--- config.mk ---
export PLATFORM = sky130hd
export DESIGN_NAME = trade_candle_aggregator_core
export DESIGN_NICKNAME = d
export VERILOG_FILES = /design/src/tca_pkg.sv /design/src/tca_front.sv /design/src/tca_queue.sv /design/src/tca_back.sv /design/src/trade_candle_aggregator_core.sv
export SDC_FILE = /design/constraint.sdc
export NUM_CORES = 2
export LEC_CHECK = 0
export ABC_AREA = 0
export ABC_CLOCK_PERIOD_IN_PS = 33800
export BUFFER_PORTS_ARGS = -buffer_cell sky130_fd_sc_hd__buf_2
export CORE_MARGIN = 5
export CORE_UTILIZATION = 35
export DETAILED_ROUTE_END_ITERATION = 16
export GPL_ROUTABILITY_DRIVEN = 0
export PLACE_DENSITY_LB_ADDON = 0.3
export SKIP_LAST_GASP = 1
export SLEW_MARGIN = 20
export SYNTH_ARGS = -nofsm -noshare
export SYNTH_HDL_FRONTEND = slang
export SYNTH_HIERARCHICAL = 1
export SYNTH_SLANG_ARGS = --single-unit
--- constraint.sdc ---
create_clock -name i_clk -period 33.8 [get_ports i_clk]
set_input_delay 3.38 -clock i_clk [delete_from_list [all_inputs] [get_ports i_clk]]
set_output_delay 3.38 -clock i_clk [all_outputs]
set_load 0.1 [all_outputs]
--- src/tca_pkg.sv ---
// package for the trade candle aggregator: payload structs, constants
// no dependencies
package tca_pkg;

    localparam int unsigned MaxFill = 62;
    localparam logic [26:0] TfReset = 27'd60000;

    typedef struct packed {
        logic [31:0] price;
        logic [39:0] volume;
        logic        is_buy;
        logic [47:0] timestamp_ms;
    } t_trade;

    typedef struct packed {
        logic [47:0] start_ms;
        logic [31:0] open_price;
        logic [31:0] high_price;
        logic [31:0] low_price;
        logic [31:0] close_price;
        logic [47:0] buy_volume;
        logic [47:0] sell_volume;
        logic [31:0] trade_count;
        logic        is_gap_fill;
        logic        gap_truncated;
        logic        last_of_run;
    } t_candle;

    // classified trade passed from front to back
    typedef struct packed {
        logic [31:0] price;
        logic [39:0] volume;
        logic        is_buy;
        logic [47:0] bucket;
    } t_job;

endpackage

--- src/tca_front.sv ---
// front part: serial divide of timestamp by timeframe, one quotient bit a cycle
// depends on tca_pkg
module tca_front import tca_pkg::*; (
    input  logic        i_clk,
    input  logic        i_rst_n,
    input  logic [26:0] i_tf,
    input  logic        i_valid,
    output logic        o_ready,
    input  t_trade      i_trade,
    output logic        o_valid,
    input  logic        i_ready,
    output t_job        o_job
);
    typedef enum logic [1:0] {S_IDLE, S_DIV, S_DONE} t_state;

    t_state      r_state;
    logic [5:0]  r_cnt;
    logic [47:0] r_quo;
    logic [27:0] r_rem;
    logic [26:0] r_div;
    t_trade      r_trade;
    logic [27:0] n_sh;
    logic [28:0] n_diff;

    assign o_ready = (r_state == S_IDLE);
    assign o_valid = (r_state == S_DONE);
    assign o_job   = '{price: r_trade.price, volume: r_trade.volume,
                       is_buy: r_trade.is_buy, bucket: r_quo};

    // restoring division step
    always_comb begin
        n_sh   = {r_rem[26:0], r_quo[47]};
        n_diff = {1'b0, n_sh} - {2'b0, r_div};
    end

    always_ff @(posedge i_clk) begin
        if (!i_rst_n) begin
            r_state <= S_IDLE;
        end else begin
            unique case (r_state)
                S_IDLE: if (i_valid) begin
                    r_trade <= i_trade;
                    r_quo   <= i_trade.timestamp_ms;
                    r_rem   <= '0;
                    r_div   <= (i_tf == '0) ? 27'd1 : i_tf;
                    r_cnt   <= '0;
                    r_state <= S_DIV;
                end
                S_DIV: begin
                    if (n_diff[28]) begin
                        r_rem <= n_sh;
                        r_quo <= {r_quo[46:0], 1'b0};
                    end else begin
                        r_rem <= n_diff[27:0];
                        r_quo <= {r_quo[46:0], 1'b1};
                    end
                    r_cnt <= r_cnt + 6'd1;
                    if (r_cnt == 6'd47) r_state <= S_DONE;
                end
                S_DONE: if (i_ready) r_state <= S_IDLE;
                default: r_state <= S_IDLE;
            endcase
        end
    end
endmodule

--- src/tca_queue.sv ---
// two-entry queue between front and back
// depends on tca_pkg
module tca_queue import tca_pkg::*; (
    input  logic i_clk,
    input  logic i_rst_n,
    input  logic i_valid,
    output logic o_ready,
    input  t_job i_job,
    output logic o_valid,
    input  logic i_ready,
    output t_job o_job
);
    t_job       r_mem [2];
    logic       r_wp;
    logic       r_rp;
    logic [1:0] r_cnt;
    logic       n_push;
    logic       n_pop;

    assign o_ready = (r_cnt != 2'd2);
    assign o_valid = (r_cnt != 2'd0);
    assign o_job   = r_mem[r_rp];
    assign n_push  = i_valid && o_ready;
    assign n_pop   = o_valid && i_ready;

    always_ff @(posedge i_clk) begin
        if (n_push) r_mem[r_wp] <= i_job;
    end

    always_ff @(posedge i_clk) begin
        if (!i_rst_n) begin
            r_wp  <= 1'b0;
            r_rp  <= 1'b0;
            r_cnt <= '0;
        end else begin
            if (n_push) r_wp <= ~r_wp;
            if (n_pop)  r_rp <= ~r_rp;
            r_cnt <= r_cnt + {1'b0, n_push} - {1'b0, n_pop};
        end
    end
endmodule

--- src/tca_back.sv ---
// back part: candle state, finished candle and gap candle emission
// depends on tca_pkg
module tca_back import tca_pkg::*; (
    input  logic        i_clk,
    input  logic        i_rst_n,
    input  logic [26:0] i_tf,
    input  logic        i_valid,
    output logic        o_ready,
    input  t_job        i_job,
    output logic        o_valid,
    input  logic        i_ready,
    output t_candle     o_candle
);
    typedef enum logic [2:0] {S_IDLE, S_MUL, S_EMIT, S_GAP, S_OPEN} t_state;

    t_state      r_state;
    logic        r_started;
    logic [47:0] r_bucket;
    logic [31:0] r_open, r_high, r_low, r_close;
    logic [47:0] r_buy, r_sell;
    logic [31:0] r_count;
    t_job        r_job;
    logic [47:0] r_gidx;      // bucket of candle being emitted
    logic [5:0]  r_left;      // gap candles still to emit
    logic        r_trunc;
    logic [47:0] r_plo;       // low half of bucket times timeframe
    logic [23:0] r_phi;       // high half partial product, low 24 bits
    logic        r_gap;
    logic        r_ovalid;
    t_candle     r_out;

    logic [26:0] n_tf;
    logic [47:0] n_diff;
    logic [47:0] n_gaps;
    logic [47:0] n_add;
    logic [50:0] n_plo;
    logic [50:0] n_phi;

    // saturate a 49-bit sum to 48 bits
    function automatic logic [47:0] sat48(input logic [48:0] s);
        sat48 = s[48] ? '1 : s[47:0];
    endfunction

    assign n_tf   = (i_tf == '0) ? 27'd1 : i_tf;
    assign n_diff = r_job.bucket - r_bucket;
    assign n_gaps = n_diff - 48'd1;
    assign n_add  = {8'd0, r_job.volume};

    // start time product split into two 24 by 27 bit halves
    assign n_plo  = {27'd0, r_gidx[23:0]} * {24'd0, n_tf};
    assign n_phi  = {27'd0, r_gidx[47:24]} * {24'd0, n_tf};

    assign o_ready  = (r_state == S_IDLE) && !r_ovalid;
    assign o_valid  = r_ovalid;
    assign o_candle = r_out;

    always_ff @(posedge i_clk) begin
        if (!i_rst_n) begin
            r_state   <= S_IDLE;
            r_started <= 1'b0;
            r_ovalid  <= 1'b0;
            r_bucket  <= '0;
            r_open    <= '0;
            r_high    <= '0;
            r_low     <= '0;
            r_close   <= '0;
            r_buy     <= '0;
            r_sell    <= '0;
            r_count   <= '0;
        end else begin
            if (r_ovalid && i_ready && (r_state != S_EMIT)) r_ovalid <= 1'b0;
            unique case (r_state)
                // take a job: update in place, start emission, or open the first candle
                S_IDLE: if (i_valid && !r_ovalid) begin
                    r_job <= i_job;
                    if (r_started && i_job.bucket == r_bucket) begin
                        if (i_job.price > r_high) r_high <= i_job.price;
                        if (i_job.price < r_low)  r_low  <= i_job.price;
                        r_close <= i_job.price;
                        if (i_job.is_buy) begin
                            r_buy <= sat48({1'b0, r_buy} + {9'd0, i_job.volume});
                        end else begin
                            r_sell <= sat48({1'b0, r_sell} + {9'd0, i_job.volume});
                        end
                        if (r_count != '1) r_count <= r_count + 32'd1;
                    end else if (r_started) begin
                        r_gidx  <= r_bucket;
                        r_gap   <= 1'b0;
                        r_state <= S_MUL;
                    end else begin
                        r_state <= S_OPEN;
                    end
                end
                // gap count set up with the first multiply
                S_MUL: begin
                    r_plo <= n_plo[47:0];
                    r_phi <= n_phi[23:0];
                    if (!r_gap) begin
                        if (r_job.bucket > r_bucket) begin
                            r_left  <= (n_gaps > 48'(MaxFill)) ? 6'(MaxFill)
                                                               : n_gaps[5:0];
                            r_trunc <= (n_gaps > 48'(MaxFill));
                        end else begin
                            r_left  <= '0;
                            r_trunc <= 1'b0;
                        end
                    end
                    r_state <= S_EMIT;
                end
                S_EMIT: if (!r_ovalid || i_ready) begin
                    r_ovalid             <= 1'b1;
                    r_out.start_ms       <= r_plo + {r_phi, 24'd0};
                    r_out.open_price     <= r_gap ? r_close : r_open;
                    r_out.high_price     <= r_gap ? r_close : r_high;
                    r_out.low_price      <= r_gap ? r_close : r_low;
                    r_out.close_price    <= r_close;
                    r_out.buy_volume     <= r_gap ? '0 : r_buy;
                    r_out.sell_volume    <= r_gap ? '0 : r_sell;
                    r_out.trade_count    <= r_gap ? '0 : r_count;
                    r_out.is_gap_fill    <= r_gap;
                    r_out.gap_truncated  <= (r_left == '0) && r_trunc;
                    r_out.last_of_run    <= (r_left == '0);
                    if (r_left == '0) begin
                        r_state <= S_OPEN;
                    end else begin
                        r_left  <= r_left - 6'd1;
                        r_gidx  <= r_gidx + 48'd1;
                        r_gap   <= 1'b1;
                        r_state <= S_MUL;
                    end
                end
                // open new candle with this trade
                S_OPEN: begin
                    r_started <= 1'b1;
                    r_bucket  <= r_job.bucket;
                    r_open    <= r_job.price;
                    r_high    <= r_job.price;
                    r_low     <= r_job.price;
                    r_close   <= r_job.price;
                    r_buy     <= r_job.is_buy ? n_add : '0;
                    r_sell    <= r_job.is_buy ? '0 : n_add;
                    r_count   <= 32'd1;
                    r_state   <= S_IDLE;
                end
                default: r_state <= S_IDLE;
            endcase
        end
    end
endmodule

--- src/trade_candle_aggregator_core.sv ---
// trade candle aggregator top level: front divider, queue, candle back end
// depends on tca_pkg, tca_front, tca_queue, tca_back
//
// usage: trades enter on i_valid/o_ready as one t_trade word; finished and
// gap-fill candles leave on o_valid/i_ready as t_candle words. a trade in
// the open candle's bucket only updates state and emits nothing; one in a
// new bucket emits the finished candle, up to 62 gap candles, and opens a
// new candle. the last word of a run has last_of_run set.
// timing: the front divides the 48-bit timestamp by the timeframe, one
// quotient bit a cycle, and takes no new trade until its result is passed
// on. the back end handles each emitted candle in two steps (start time
// multiply, then output register), with bookkeeping states to take the job
// and open the new candle. a two-entry queue lets the front divide the next
// trade while the back end emits.
// reset (synchronous, active low) clears the candle state and sets the
// timeframe to 60000 ms. a stalled receiver holds the output word and
// backs up into the queue and then the input.
// i_cfg_we writes the timeframe; write only while the block is idle.
module trade_candle_aggregator_core import tca_pkg::*; (
    input  logic        i_clk,
    input  logic        i_rst_n,
    input  logic        i_cfg_we,
    input  logic [26:0] i_cfg_wdata,
    input  logic        i_valid,
    output logic        o_ready,
    input  t_trade      i_trade,
    output logic        o_valid,
    input  logic        i_ready,
    output t_candle     o_candle
);
    logic [26:0] r_tf;
    logic        n_fv, n_fr, n_qv, n_qr;
    t_job        n_fjob, n_qjob;

    // timeframe register
    always_ff @(posedge i_clk) begin
        if (!i_rst_n) r_tf <= TfReset;
        else if (i_cfg_we) r_tf <= i_cfg_wdata;
    end

    tca_front u_front (
        .i_clk, .i_rst_n, .i_tf(r_tf),
        .i_valid, .o_ready, .i_trade,
        .o_valid(n_fv), .i_ready(n_fr), .o_job(n_fjob)
    );

    tca_queue u_queue (
        .i_clk, .i_rst_n,
        .i_valid(n_fv), .o_ready(n_fr), .i_job(n_fjob),
        .o_valid(n_qv), .i_ready(n_qr), .o_job(n_qjob)
    );

    tca_back u_back (
        .i_clk, .i_rst_n, .i_tf(r_tf),
        .i_valid(n_qv), .o_ready(n_qr), .i_job(n_qjob),
        .o_valid, .i_ready, .o_candle
    );
endmodule

==> flow_summary.json <==
{
  "status": "finished clean",
  "stdcell_count": 12400,
  "die_x_um": 516,
  "synthToLayoutAreaGrowth_pct": 12.1,
  "fin_util": 0.393,
  "cts_hold_buf": 0,
  "dr.pass1.iters": 6,
  "grtUsageTotal": 0.191,
  "final_common_cell": "nand2_1",
  "routed_wl_mm": 260,
  "cap_violations": 0,
  "io_buffers": 461,
  "start_util": 0.351,
  "grt_pass1_wl_mm": 394,
  "rsz0062_at_grt": "no",
  "drv_slew": 0,
  "cts_inserted_buffers": 149,
  "grt_overflow_total": 0,
  "synth.cell_area_sq_um": 89700,
  "final_cell_area_sq_um": 101000,
  "cpPeakStageDelay_ns": 0.53,
  "vias": 64000,
  "clk_pin_slew_worst_paths_ns": 0.06,
  "tns_ns": 0,
  "die_y_um": 516,
  "required_ns": 34.36,
  "worstSetupPathType": "flop to flop",
  "cts-resized-gates": 0,
  "yosys_most_used_dff": "edfxtp_1",
  "crit_path_start": "r_tf[13]$_SDFFE_PN1P_",
  "fin_nets": 10300,
  "final-setup-viol-count": 0,
  "ioPinCount": 462,
  "synth_edf_count": 979,
  "cts_setup_buffers": 0,
  "ys_top_cells_by_area": "edfxtp_1 33%, fa_1 17%, dfxtp_1 7.7%",
  "reg2reg_from": "r_tf[13]$_SDFFE_PN1P_",
  "final_layout_size_suffix_gt1_frac": 0.111,
  "min_period_ns": 8.95,
  "yosys_register_bits": 1322,
  "initialDrtViolationCount": 5647,
  "placed_cell_area_sq_um": 95300,
  "clock_skew_ns": 0.0940,
  "arrival_ns": 9.51,
  "syn-num-nets": 10000,
  "cts_buffer_depth": 3,
  "ant_nets": 0,
  "antenna_found_initial": 19,
  "yosysUniqueCellTypes": 103,
  "yosysWarnings": 6,
  "viasPerCell": 5.16,
  "cts_max_level": 4,
  "slew_headroom": 0.109,
  "syn_inst": 8628,
  "clk_latency_ns": 0.85,
  "tightest_slew_ns": 1.34,
  "hold_path_class": "flop to flop",
  "clkSinkCount": 1322,
  "ir_worst_vdd_uv": 195,
  "coreArea_sq_um": 256000,
  "fillCellCount": 25000,
  "cp-end-kind": "flop",
  "die_area_sq_um": 267000,
  "drc": 0,
  "powerDensity_nw_per_um2": 104,
  "cts_tree": "built",
  "cp_slowest_cell": "dfxtp_1",
  "finalHoldViolations": 0,
  "post-place-cells": 12100,
  "layout_common_cells": "1,148 x nand2_1, 1,069 x inv_1, 979 x edfxtp_1",
  "wl_per_cell_um": 21.0,
  "leakage_uw": 0.0413,
  "grt_max_degree": 180,
  "grt_pass1_vias": 64700,
  "synth.top_cell.area_share": 0.328,
  "fin_crit_sh": 0.265,
  "synthArstFlopShare": 0,
  "dp_hpwl_mm": 188,
  "cp-start-kind": "flop",
  "hp-start": "u_back/r_plo[15]$_DFFE_PP_",
  "synth_top_area_cell": "edfxtp_1",
  "critPathMaxFanout": 47,
  "avgSynthCellArea_sq_um": 10.4,
  "rows": 186,
  "ys_seq_area_frac": 0.404,
  "root_buffer": "clkbuf_16",
  "max_freq_ghz": 0.112
}
==> through the flow <==
stage	power, uW	hold slack (ns)	setup WS [ns]
6_report	10400	0.374	24.85
5_1_grt	11300	0.387	24.34
3_5_place_dp	8780	0.405	24.98
2_1_floorplan	6970	0.400	7.94
4_1_cts	10500	0.370	24.96
3_3_place_gp	8670	0.405	24.99
==> cell type report <==
class / instances / area (sq um) / share of cell area
Timing Repair Buffer: 566 / 3220 / 0.0320
Antenna cell: 9 / 22.5 / 0.000224
Inverter: 1071 / 4030 / 0.0400
Clock inverter: 85 / 1150 / 0.0114
Tap cell: 3384 / 4230 / 0.0421
Multi-Input combinational cell: 5781 / 47700 / 0.474
Clock buffer: 193 / 3990 / 0.0396
Sequential cell: 1322 / 36300 / 0.360
==> worst max-delay path, delay by kind of cell (launching register included) <==
kind                     cells  cell delay [ns]
AO/OA/AOI/OAI               10             2.57
adder cells (fa/ha/maj)      8             3.21
buffers and inverters        7             0.94
flip-flops                   1             0.53
AND/OR/NAND/NOR              6             1.41
==> registers in the layout, indices dropped and copies added, names as in the netlist, 32 cells and up, named ones only <==
signal           flops
u_back/n_add        40
u_back/o_candle    307
u_back/r_bucket     48
u_back/r_buy        48
u_back/r_close      32
u_back/r_count      32
u_back/r_gidx       48
u_back/r_high       32
u_back/r_job        81
u_back/r_low        32
u_back/r_open       32
u_back/r_plo        48
u_back/r_sell       48
u_front/o_job       73
u_front/r_quo       48
u_queue/r_mem      242
==> worst paths after layout <==
check / endpoint / cells past startpoint / slack, ns
max: u_back/r_plo[46]$_DFFE_PP_ / 31 / 24.85
min: u_back/o_candle[274]$_DFFE_PP_ / 0 / 0.37
max reg2reg: u_back/r_plo[46]$_DFFE_PP_ / 31 / 24.85
min reg2reg: u_back/o_candle[274]$_DFFE_PP_ / 0 / 0.37
==> Yosys cell counts, drive strengths merged, types with 25 or more instances <==
cell and count:
and2 466, a31oi 30, nor2b 193, nor3 103, o21bai 27, buf 50, a21o 118, and3 44
a22oi 64, nor4 37, inv 1071, xnor2 230, a311oi 75, nor2 407, fa 764, mux2 124
nand4 67, nand3 76, edfxtp 979, a211oi 25, mux2i 50, dfxtp 343, ha 488, clkbuf 404
o21a 43, xor2 142, nand2 1150, nand2b 50, o21ai 359, a21oi 395
==> metal layers <==
layer / vias up / routed length (um) / GRT usage
met4: 8 / 6260 / 0.0486
met2: 2362 / 114000 / 0.291
met5: - / 47 / 0
met1: 32100 / 120000 / 0.281
li1: 29300 / - / -
met3: 353 / 19100 / 0.0328
==> cell families after synthesis <==
family / Yosys count / synth area share
AO/OA/AOI/OAI: 1317 / 0.0933
XOR/XNOR: 372 / 0.0363
adder cells (fa/ha/maj): 1252 / 0.238
buffers and inverters: 1525 / 0.0656
flip-flops: 1322 / 0.404
multiplexers: 174 / 0.0212
AND/OR/NAND/NOR: 2666 / 0.141
==> where the power goes <==
part | total, uW | switching [uW] | internal [uW]
logic | 6380 | 3830 | 2550
registers | 2370 | 147 | 2220
clock network | 1680 | 720 | 961
total | 10400 | 4690 | 5730
Note: power is estimated with default switching activity, not from simulation.
